File: config.mk
export PLATFORM = sky130hd
export DESIGN_NAME = fsg_lfsr
export DESIGN_NICKNAME = d
export VERILOG_FILES = /design/src/rtl/core/fsg_pkg.sv /design/src/rtl/core/fsg_lfsr.sv
export SDC_FILE = /design/constraint.sdc
export NUM_CORES = 1
export LEC_CHECK = 0
export BUFFER_PORTS_ARGS = -buffer_cell sky130_fd_sc_hd__buf_2
export CAP_MARGIN = 20
export CORE_MARGIN = 2
export CORE_UTILIZATION = 50
export DETAILED_ROUTE_END_ITERATION = 8
export PLACE_DENSITY = 0.82
export SYNTH_ARGS = -nofsm -noshare
export SYNTH_HDL_FRONTEND = slang
export SYNTH_SLANG_ARGS = --single-unit
File: constraint.sdc
create_clock -name clk_i -period 1.1 [get_ports clk_i]
set_input_delay 0.22 -clock clk_i [delete_from_list [all_inputs] [get_ports clk_i]]
set_output_delay 0.22 -clock clk_i [all_outputs]
set_load 0.05 [all_outputs]
File: src/rtl/core/fsg_pkg.sv
// Shared types and constants for the falling sand grid block.
// Used by the LFSR and top level; depends on nothing else.
package fsg_pkg;

  localparam int GRID_ROWS  = 128;
  localparam int GRID_COLS  = 256;
  localparam int MAX_RADIUS = 20;

  localparam int ROW_W  = $clog2(GRID_ROWS);
  localparam int COL_W  = $clog2(GRID_COLS);
  localparam int RAD_W  = $clog2(MAX_RADIUS + 1);
  localparam int SQ_W   = 2 * RAD_W + 1;
  localparam int SC_W   = 12;
  localparam int LFSR_W = 16;

  localparam logic [LFSR_W-1:0] SEED_RESET = 16'd44257;
  localparam logic [LFSR_W-1:0] LFSR_TAPS  = 16'hB400;

  typedef enum logic [1:0] {
    FUNC_TICK  = 2'd0,
    FUNC_PAINT = 2'd1,
    FUNC_CLEAR = 2'd2,
    FUNC_READ  = 2'd3
  } fsg_func_e;

  typedef struct packed {
    fsg_func_e  func;
    logic [6:0] center_row;
    logic [7:0] center_col;
    logic [4:0] radius;
  } fsg_req_t;

  typedef struct packed {
    logic cell_value;
    logic op_done;
  } fsg_rsp_t;

endpackage

File: src/rtl/core/fsg_lfsr.sv
// Galois LFSR that picks the diagonal tried first by a blocked grain.
// Depends on fsg_pkg for width, taps and reset seed.
module fsg_lfsr (
  input  logic                       clk_i,
  input  logic                       rst_ni,
  input  logic                       load_i,
  input  logic [fsg_pkg::LFSR_W-1:0] seed_i,
  input  logic                       step_i,
  output logic                       bit_o
);
  import fsg_pkg::*;

  logic [LFSR_W-1:0] lfsr_q, lfsr_d;

  always_comb begin
    lfsr_d = lfsr_q;
    if (load_i) begin
      lfsr_d = seed_i;
    end else if (step_i) begin
      lfsr_d = (lfsr_q >> 1) ^ (lfsr_q[0] ? LFSR_TAPS : '0);
    end
  end

  always_ff @(posedge clk_i or negedge rst_ni) begin
    if (!rst_ni) begin
      lfsr_q <= SEED_RESET;
    end else begin
      lfsr_q <= lfsr_d;
    end
  end

  assign bit_o = lfsr_q[0];

endmodule

==> flow_metrics.env, run 1 <==
export IMPL_final_common_cell="buf_2"
export IMPL_largest_register_ffs=16
export IMPL_io_pins=21
export IMPL_syn_num_nets=94
export IMPL_clock_path_buffers=2
export IMPL_n_antenna_cell=0
export IMPL_drcViolationCount=0
export IMPL_cp_end_kind="output pin"
export IMPL_num_vias=565
export IMPL_synth_compound_area_share_pct=11.5
export IMPL_synth_xor_area_share_pct=3.27
export IMPL_cts_buffers_inserted=3
export IMPL_slew_violations=0
export IMPL_finalCritPeriodShare_pct=109
export IMPL_synth_adder_area_share_pct=0
export IMPL_clkLatencyLatePin_ns=0.28
export IMPL_final_cell_mix="buf_2 (19), nand2_1 (16), mux2i_1 (13)"
export IMPL_gp_congestion=0.662
export IMPL_yosysSeqAreaShare_pct=51.0
export IMPL_crit_path_cell_trace="buf_8"
export IMPL_crit_family="flip-flops"
export IMPL_hold_viol_final=0
export IMPL_grt_start_max_net_pins=18
export IMPL_initial_core_util_pct=53.4
export IMPL_first_pass_iters=4
export IMPL_place_ws_ns=0.0446
export IMPL_synth_top_family_by_area="multiplexers"
export IMPL_core_um2=1510
export IMPL_pwr_share_comb_pct=19.6
export IMPL_p_leak_uw=0.000453
export IMPL_layout_nets=118
export IMPL_wl_per_cell_um=11.8
export IMPL_fin_ws_ns=-0.104
export IMPL_grt_pass1_vias=589
export IMPL_avgViaCountPerCell=5.00
export IMPL_power_density_nw_per_um2=1350
export IMPL_placed_cell_area_um2=895
export IMPL_crit_type="flop to output pin"
export IMPL_fp_dieH_um=44.1
export IMPL_port_buffers=20
export IMPL_fmax_mhz=830
export IMPL_p_sw_uw=334
export IMPL_place_inst=107
export IMPL_track_usage_pct=18.1
export IMPL_clock_skew_final_ns=0.00249
export IMPL_path_clk_slew_ns=0.09
export IMPL_worst_pin_slew_ns=0.413
export IMPL_crit_required_ns=0.88
export IMPL_ys_ff_latch=16
export IMPL_critPathSlowestCell="dfstp_2"
export IMPL_largest_register="lfsr_q"
export IMPL_syn_to_final_growth_pct=17.9
export IMPL_rows=14
export IMPL_root_buffer="clkbuf_4"
export IMPL_fp_dieW_um=44.1
export IMPL_cap_viol_max_count=0
export IMPL_sequentialPowerShare_pct=55.6
export IMPL_arrival_ns=0.98
export IMPL_cts_tree="built"
export IMPL_grt_pass1_wl_um=2530
export IMPL_p_total_uw=1280
export IMPL_status="finished, violations left"
export IMPL_crit_path_max_incr_delay_ns=0.56
export IMPL_htreeDepth=1
export IMPL_min_period_ns=1.20
export IMPL_fin_area_um2=948
export IMPL_switching_share_pct=26.1
export IMPL_muxShareOfSynthArea_pct=16.2
export IMPL_fin_util_pct=63.0
export IMPL_dieArea_um2=1950
export IMPL_cts_sinks=16
export IMPL_min_path_type="input port to flop"
export IMPL_crit_path_start_kind="flop"
export IMPL_internal_power_uw=946
export IMPL_max_slew_margin_rel_pct=72.5
export IMPL_fin_cells=113
export IMPL_routed_wl_um=1340
export IMPL_dp_hpwl_um=971
export IMPL_drive_gt1_share_pct=37.1
export IMPL_reg_top3="lfsr_q x16"
export IMPL_synth_cells=74
export IMPL_setup_viol=1
export IMPL_syn_mean_instance_area_um2=10.9
export IMPL_yosys_warnings=0
export IMPL_antenna_found_initial=0
export IMPL_drtIter0Drc=9
export IMPL_drt_antenna_violating_nets=0
export IMPL_overflow=0
export IMPL_fill_cells=119
export IMPL_violations="setup timing"
export IMPL_p_clk_share_pct=24.7
export IMPL_synth_simple_area_share_pct=11.5
export IMPL_path_max_fanout=2
export IMPL_syn_area_um2=805
export IMPL_rsz0062_at_grt="yes"
export IMPL_yosys_cell_types_count=15
export IMPL_ir_worst_vdd_v=0.000831
export IMPL_path_buf_inv=1
## cells in the mapped netlist
master | count | area, µm²
nand2_1 | 16 | 60.1
mux2i_1 | 13 | 130
o21ai_1 | 10 | 50.1
dfrtp_1 | 8 | 200
dfstp_2 | 8 | 210
o21ai_0 | 3 | 15.0
or3b_1 | 3 | 26.3
xnor2_1 | 3 | 26.3
buf_2 | 2 | 10.0
buf_6 | 2 | 22.5
o211ai_1 | 2 | 15.0
buf_8 | 1 | 15.0
clkbuf_2 | 1 | 5.00
nand2b_1 | 1 | 6.26
o211ai_2 | 1 | 12.5
## metrics by stage
stage                     setup TNS, ns  hold slack [ns]
final                            -0.104            0.133
after detailed placement              0            0.146
after CTS                        -0.113            0.125
after floorplan                  -0.248          -0.0756
after global placement                0            0.142
after global routing             -0.146            0.141
## routing by layer
metal | GRT usage [%] | wire length [µm] | vias to the layer above
met3 | 3.67 | 46 | 2
met2 | 26.5 | 622 | 11
met4 | 12.1 | 15 | 0
met5 | 0 | 0 | -
met1 | 24.1 | 655 | 249
li1 | - | - | 303
## path summary, 6_finish.rpt
path	start	end	slack, ns	cells after the start
max	lfsr_q[0]	bit_o	-0.10	1
min	seed_i[15]	lfsr_q[15]	0.13	3
max reg2reg	lfsr_q[10]	lfsr_q[10]	0.06	2
min reg2reg	lfsr_q[4]	lfsr_q[4]	0.56	2
max in group asynchronous	rst_ni	lfsr_q[10]	0.41	2
min in group asynchronous	rst_ni	lfsr_q[1]	0.38	2
## final cells by class
cell class,count,area [µm²],share of cell area [%]
Tap cell,16,20.0,2.11
Clock buffer,4,26.3,2.77
Timing Repair Buffer,25,150,15.8
Sequential cell,16,410,43.3
Multi-Input combinational cell,52,342,36.0
## kinds of logic after synthesis
logic type	after synthesis
and+or+nand+nor	20
AOI/OAI and AO/OA	16
DFF	16
muxes	13
buffers and inverters	6
xor gates and xnor gates	3
## power by group through the flow
stage	clock (µW)	combinational, µW	sequential, µW
floorplan	0	167	727
global placement	0	231	720
detailed placement	0	236	722
CTS	332	244	713
global route	358	286	722
finish	317	251	712
## timing repair
| action | 4_1_cts | 5_1_grt |
|---|---|---|
| buffers inserted | 0 | 1 |
| hold endpoints to repair | 8 | 0 |
| gates resized for setup | 2 | 1 |
| hold buffers | 1 | 0 |
| setup endpoints to repair | 1 | 2 |
| pin swaps | 0 | 1 |
No activity file was read; power rests on OpenSTA's default activity.
==> inputs of run 2 (changes only) <==
BUFFER_PORTS_ARGS = not set   (was -buffer_cell sky130_fd_sc_hd__buf_2)
CORE_UTILIZATION = 55   (was 50)
DONT_BUFFER_PORTS = 1   (was not set)
PLACE_DENSITY = 0.76   (was 0.82)
==> run 2 against run 1 <==
  * The flow still finishes with violations (setup timing)
  * Flip-flop and latch count stayed put
  * Register-to-register slack hardly changed
  * Critical path depth stayed put
  * Via count is 8.8% lower
  * Sequential share of layout area is 5.3 points higher
  * Final area is 11% lower
==> flow_metrics.env, run 2 (synthesis gave the netlist of run 1 again) <==
export IMPL_clock_skew_final_ns=0.00874
export IMPL_htreeDepth=1
export IMPL_gr_usage_met2_pct=24.3
export IMPL_track_usage_pct=16.6
export IMPL_crit_path_max_incr_delay_ns=0.57
export IMPL_reg_top3="lfsr_q x16"
export IMPL_crit_required_ns=0.88
export IMPL_fp_dieH_um=42.2
export IMPL_crit_path_start_kind="flop"
export IMPL_min_from="load_i"
export IMPL_grt_met1_usage_pct=22.9
export IMPL_clock_path_buffers=2
export IMPL_num_vias=515
export IMPL_path_clk_slew_ns=0.08
export IMPL_wl_per_cell_um=14.3
export IMPL_arrival_ns=0.97
export IMPL_port_buffers=0
export IMPL_clkLatencyLatePin_ns=0.28
export IMPL_largest_register="lfsr_q"
export IMPL_fin_cells=91
export IMPL_grt_start_max_net_pins=30
export IMPL_dieArea_um2=1780
export IMPL_p_sw_uw=295
export IMPL_final_cell_mix="nand2_1 (16), mux2i_1 (13), o21ai_1 (11)"
export IMPL_sequentialPowerShare_pct=58.7
export IMPL_r2r_slack_ns=0.06
export IMPL_first_pass_iters=4
export IMPL_violations="setup timing"
export IMPL_grt_busiest_layer="met2"
export IMPL_grt_pass1_vias=484
export IMPL_min_path_type="input port to flop"
export IMPL_rr_endpoint="lfsr_q[13]"
export IMPL_rows=13
export IMPL_core_um2=1330
export IMPL_place_inst=84
export IMPL_r2r_cells=2
export IMPL_place_ws_ns=0.0713
export IMPL_cts_sinks=16
export IMPL_overflow=0
export IMPL_path_max_fanout=2
export IMPL_placed_cell_area_um2=791
export IMPL_drcViolationCount=0
export IMPL_crit_type="flop to output pin"
export IMPL_crit_family="flip-flops"
export IMPL_fmax_mhz=838
export IMPL_drtIter0Drc=8
export IMPL_use_met3_pct=3.02
export IMPL_antenna_found_initial=0
export IMPL_worst_pin_slew_ns=0.698
export IMPL_root_buffer="clkbuf_4"
export IMPL_initial_core_util_pct=60.3
export IMPL_pwr_share_comb_pct=15.8
export IMPL_drt_antenna_violating_nets=0
export IMPL_switching_share_pct=24.3
export IMPL_ir_worst_vdd_v=0.000784
export IMPL_p_clk_share_pct=25.5
export IMPL_hold_viol_final=0
export IMPL_routed_wl_um=1300
export IMPL_finalCritPeriodShare_pct=109
export IMPL_crit_path_cell_trace="buf_12"
export IMPL_cap_viol_max_count=0
export IMPL_drive_gt1_share_pct=18.4
export IMPL_post_cts_resized=0
export IMPL_holdPathEnd="lfsr_q[11]"
export IMPL_slew_violations=0
export IMPL_r2r_start="lfsr_q[13]"
export IMPL_rsz0062_at_grt="yes"
export IMPL_avgViaCountPerCell=5.66
export IMPL_internal_power_uw=921
export IMPL_largest_register_ffs=16
export IMPL_setup_viol=1
export IMPL_n_antenna_cell=0
export IMPL_max_slew_margin_rel_pct=53.3
export IMPL_finalSetupTns_ns=-0.0937
export IMPL_layout_nets=97
export IMPL_fin_ws_ns=-0.0937
export IMPL_fp_dieW_um=42.2
export IMPL_fin_area_um2=845
export IMPL_status="finished, violations left"
export IMPL_min_period_ns=1.19
export IMPL_cts_tree="built"
export IMPL_cp_end_kind="output pin"
export IMPL_syn_to_final_growth_pct=4.98
export IMPL_grt_pass1_wl_um=2200
export IMPL_gp_congestion=0.682
export IMPL_cts_buffers_inserted=3
export IMPL_final_common_cell="nand2_1"
export IMPL_path_buf_inv=1
export IMPL_critPathSlowestCell="dfstp_2"
export IMPL_io_pins=21
export IMPL_p_leak_uw=0.000370
export IMPL_worstHoldPathCells=1
export IMPL_power_density_nw_per_um2=1440
run 2: metal layers:
metal / wire length (µm) / part of all wire, % / vias up
met5: 0 / 0 / -
met4: 12 / 0.92 / 0
met3: 56 / 4.3 / 2
met2: 631 / 49 / 10
met1: 599 / 46 / 243
li1: - / - / 260
run 2: metrics by stage:
| stage | hold slack [ns] | total power (µW) | utilization, % |
|---|---|---|---|
| after global routing | 0.00471 | 1290 | 63.3 |
| after global placement | -0.0753 | 885 | 59.3 |
| final | 0.0196 | 1220 | 63.3 |
| after CTS | 0.0111 | 1230 | 63.3 |
| after detailed placement | -0.0752 | 895 | 59.3 |
| after floorplan | -0.0756 | 893 | - |
run 2: layout make-up:
type                    count  area [µm²]
well taps                  15        18.8
multi-input cells          52         342
clock buffers               4        26.3
repair buffers              4        47.5
fillers                   115         489
flip-flops and latches     16         410
run 2: how the worst max path moves through the flow:
| stage | startpoint | cells after the start | slack (ns) | endpoint |
|---|---|---|---|---|
| CTS | lfsr_q[0] | 1 | -0.10 | bit_o |
| global placement | lfsr_q[13] | 2 | 0.08 | lfsr_q[13] |
| floorplan | lfsr_q[0] | 3 | -0.1 | lfsr_q[12] |
| finish | lfsr_q[0] | 1 | -0.09 | bit_o |
| global route | lfsr_q[0] | 1 | -0.13 | bit_o |
| detailed placement | lfsr_q[13] | 2 | 0.07 | lfsr_q[13] |
run 2: repair_timing:
action | in CTS | in global routing
pin swaps | 0 | 1
endpoints found under the hold margin | 21 | 0
hold buffers | 2 | 0
cloned | 0 | 0
buffers inserted | 1 | 0
endpoints found under the setup margin | 1 | 3
run 2: power by group through the flow:
| stage | combinational (µW) | clock (µW) | sequential, µW |
|---|---|---|---|
| after CTS | 196 | 323 | 714 |
| after global routing | 217 | 349 | 726 |
| after floorplan | 167 | 0 | 727 |
| after global placement | 158 | 0 | 727 |
| after detailed placement | 163 | 0 | 732 |
| final | 193 | 310 | 714 |
==> inputs of run 3 (changes only) <==
RECOVER_POWER = 100   (was not set)
==> run 3 against run 2 <==
  * Critical path depth unchanged
  * The flow still finishes with violations (setup timing)
  * Wire length up 1.0%
  * Global-route usage unchanged
  * Critical path type unchanged
  * Cell count unchanged
  * Combinational power down 2%
  * Critical endpoint unchanged
  * Largest power group unchanged
  * Register-to-register slack about the same
  * Fmax down 0.20%
  * Flip-flop and latch count unchanged
==> flow_metrics.env, run 3 (synthesis gave the netlist of run 1 again) <==
export IMPL_ir_worst_vdd_v=0.000780
export IMPL_overflow=0
export IMPL_path_clk_slew_ns=0.08
export IMPL_violations="setup timing"
export IMPL_multiInputGateArea_um2=342
export IMPL_fp_dieW_um=42.2
export IMPL_syn_to_final_growth_pct=4.98
export IMPL_p_leak_uw=0.000369
export IMPL_core_um2=1330
export IMPL_p_clk_share_pct=25.5
export IMPL_fmax_mhz=836
export IMPL_crit_required_ns=0.88
export IMPL_crit_type="flop to output pin"
export IMPL_crit_path_cell_trace="buf_12"
export IMPL_p_total_uw=1210
export IMPL_largest_register="lfsr_q"
export IMPL_cp_end_kind="output pin"
export IMPL_clock_skew_final_ns=0.00784
export IMPL_cts_sinks=16
export IMPL_min_from="load_i"
export IMPL_dieArea_um2=1780
export IMPL_first_pass_iters=2
export IMPL_largest_register_ffs=16
export IMPL_setup_viol=1
export IMPL_fin_cells=91
export IMPL_cts_buffers_inserted=3
export IMPL_crit_path_max_incr_delay_ns=0.57
export IMPL_cp_startpoint="lfsr_q[0]"
export IMPL_drcViolationCount=0
export IMPL_post_cts_resized=0
export IMPL_switching_share_pct=24.1
export IMPL_reg_top3="lfsr_q x16"
export IMPL_track_usage_pct=16.6
export IMPL_fin_ws_ns=-0.0960
export IMPL_avgViaCountPerCell=5.68
export IMPL_path_buf_inv=1
export IMPL_worst_pin_slew_ns=0.700
export IMPL_io_pins=21
export IMPL_slew_violations=0
export IMPL_clkLatencyLatePin_ns=0.28
export IMPL_drtIter0Drc=2
export IMPL_cap_viol_max_count=0
export IMPL_p_sw_uw=292
export IMPL_critPathSlowestCell="dfstp_2"
export IMPL_final_common_cell="nand2_1"
export IMPL_place_ws_ns=0.0713
export IMPL_final_cell_mix="nand2_1 (16), mux2i_1 (13), o21ai_0 (8), dfrtp_1 (8), dfstp_2 (6)"
export IMPL_finalSetupTns_ns=-0.0960
export IMPL_hold_viol_final=0
export IMPL_path_max_fanout=2
export IMPL_grt_pass1_wl_um=2200
export IMPL_fill_cells=115
export IMPL_status="finished, violations left"
export IMPL_placed_cell_area_um2=791
export IMPL_wl_per_cell_um=14.4
export IMPL_n_antenna_cell=0
export IMPL_clock_path_buffers=2
export IMPL_initial_core_util_pct=60.3
export IMPL_power_density_nw_per_um2=1430
export IMPL_routed_wl_um=1310
export IMPL_rsz0062_at_grt="yes"
export IMPL_drive_gt1_share_pct=15.8
export IMPL_num_vias=517
export IMPL_port_buffers=0
export IMPL_fp_dieH_um=42.2
export IMPL_root_buffer="clkbuf_4"
export IMPL_crit_family="flip-flops"
export IMPL_sequentialPowerShare_pct=58.9
export IMPL_antenna_found_initial=0
export IMPL_min_path_type="input port to flop"
export IMPL_crit_path_start_kind="flop"
export IMPL_rows=13
export IMPL_htreeDepth=1
export IMPL_place_inst=84
export IMPL_grt_start_max_net_pins=30
export IMPL_drt_antenna_violating_nets=0
export IMPL_finalCritPeriodShare_pct=109
export IMPL_max_slew_margin_rel_pct=53.2
export IMPL_cts_tree="built"
export IMPL_arrival_ns=0.98
export IMPL_min_period_ns=1.20
export IMPL_gp_congestion=0.682
export IMPL_r2r_start="lfsr_q[0]"
export IMPL_pwr_share_comb_pct=15.6
export IMPL_grt_pass1_vias=484
export IMPL_fin_area_um2=845
export IMPL_internal_power_uw=917
export IMPL_layout_nets=97
export IMPL_register_area_um2=410
-- run 3: cell counts in the layout (fill, tap and decap cells not counted) --
Identical to the previous run, type by type.
-- run 3: final timing paths --
check,endpoint,slack [ns],cells past startpoint
worst min register to register,lfsr_q[15],0.56,2
worst min-delay path,lfsr_q[11],0.02,1
worst max-delay path,bit_o,-0.1,1
worst max register to register,lfsr_q[12],0.06,3
min in group asynchronous,lfsr_q[12],0.42,1
max in group asynchronous,lfsr_q[2],0.23,1
-- run 3: repair_timing --
item / in CTS / in global routing
setup endpoints to repair: 1 / 3
pin swaps: 0 / 1
hold buffers: 2 / 0
hold endpoints to repair: 21 / 0
setup buffers: 1 / 0
-- run 3: layout make-up --
class,instances,share of cell area [%]
repair buffers,4,5.63
multi-input cells,52,40.4
clock buffers,4,3.11
flip-flops and latches,16,48.6
well taps,15,2.22
-- run 3: power by group through the flow --
stage	logic (µW)	clock network (µW)	registers (µW)
floorplan	167	0	727
global placement	158	0	727
detailed placement	163	0	732
CTS	196	323	714
global route	213	349	723
finish	189	308	712
-- run 3: per-layer routing --
layer / global-route usage [%] / routed length [µm] / part of all wire, %
met1: 22.9 / 605 / 46
met5: 0 / 0 / 0
met4: 9.38 / 12 / 0.91
met2: 24.3 / 638 / 49
met3: 3.02 / 56 / 4.3
-- run 3: per-stage QoR --
| step | utilization [%] | hold WS (ns) |
|---|---|---|
| after CTS | 63.3 | 0.0111 |
| final | 63.3 | 0.0204 |
| after detailed placement | 59.3 | -0.0752 |
| after global placement | 59.3 | -0.0753 |
| after global routing | 63.3 | 0.0161 |
| after floorplan | - | -0.0756 |
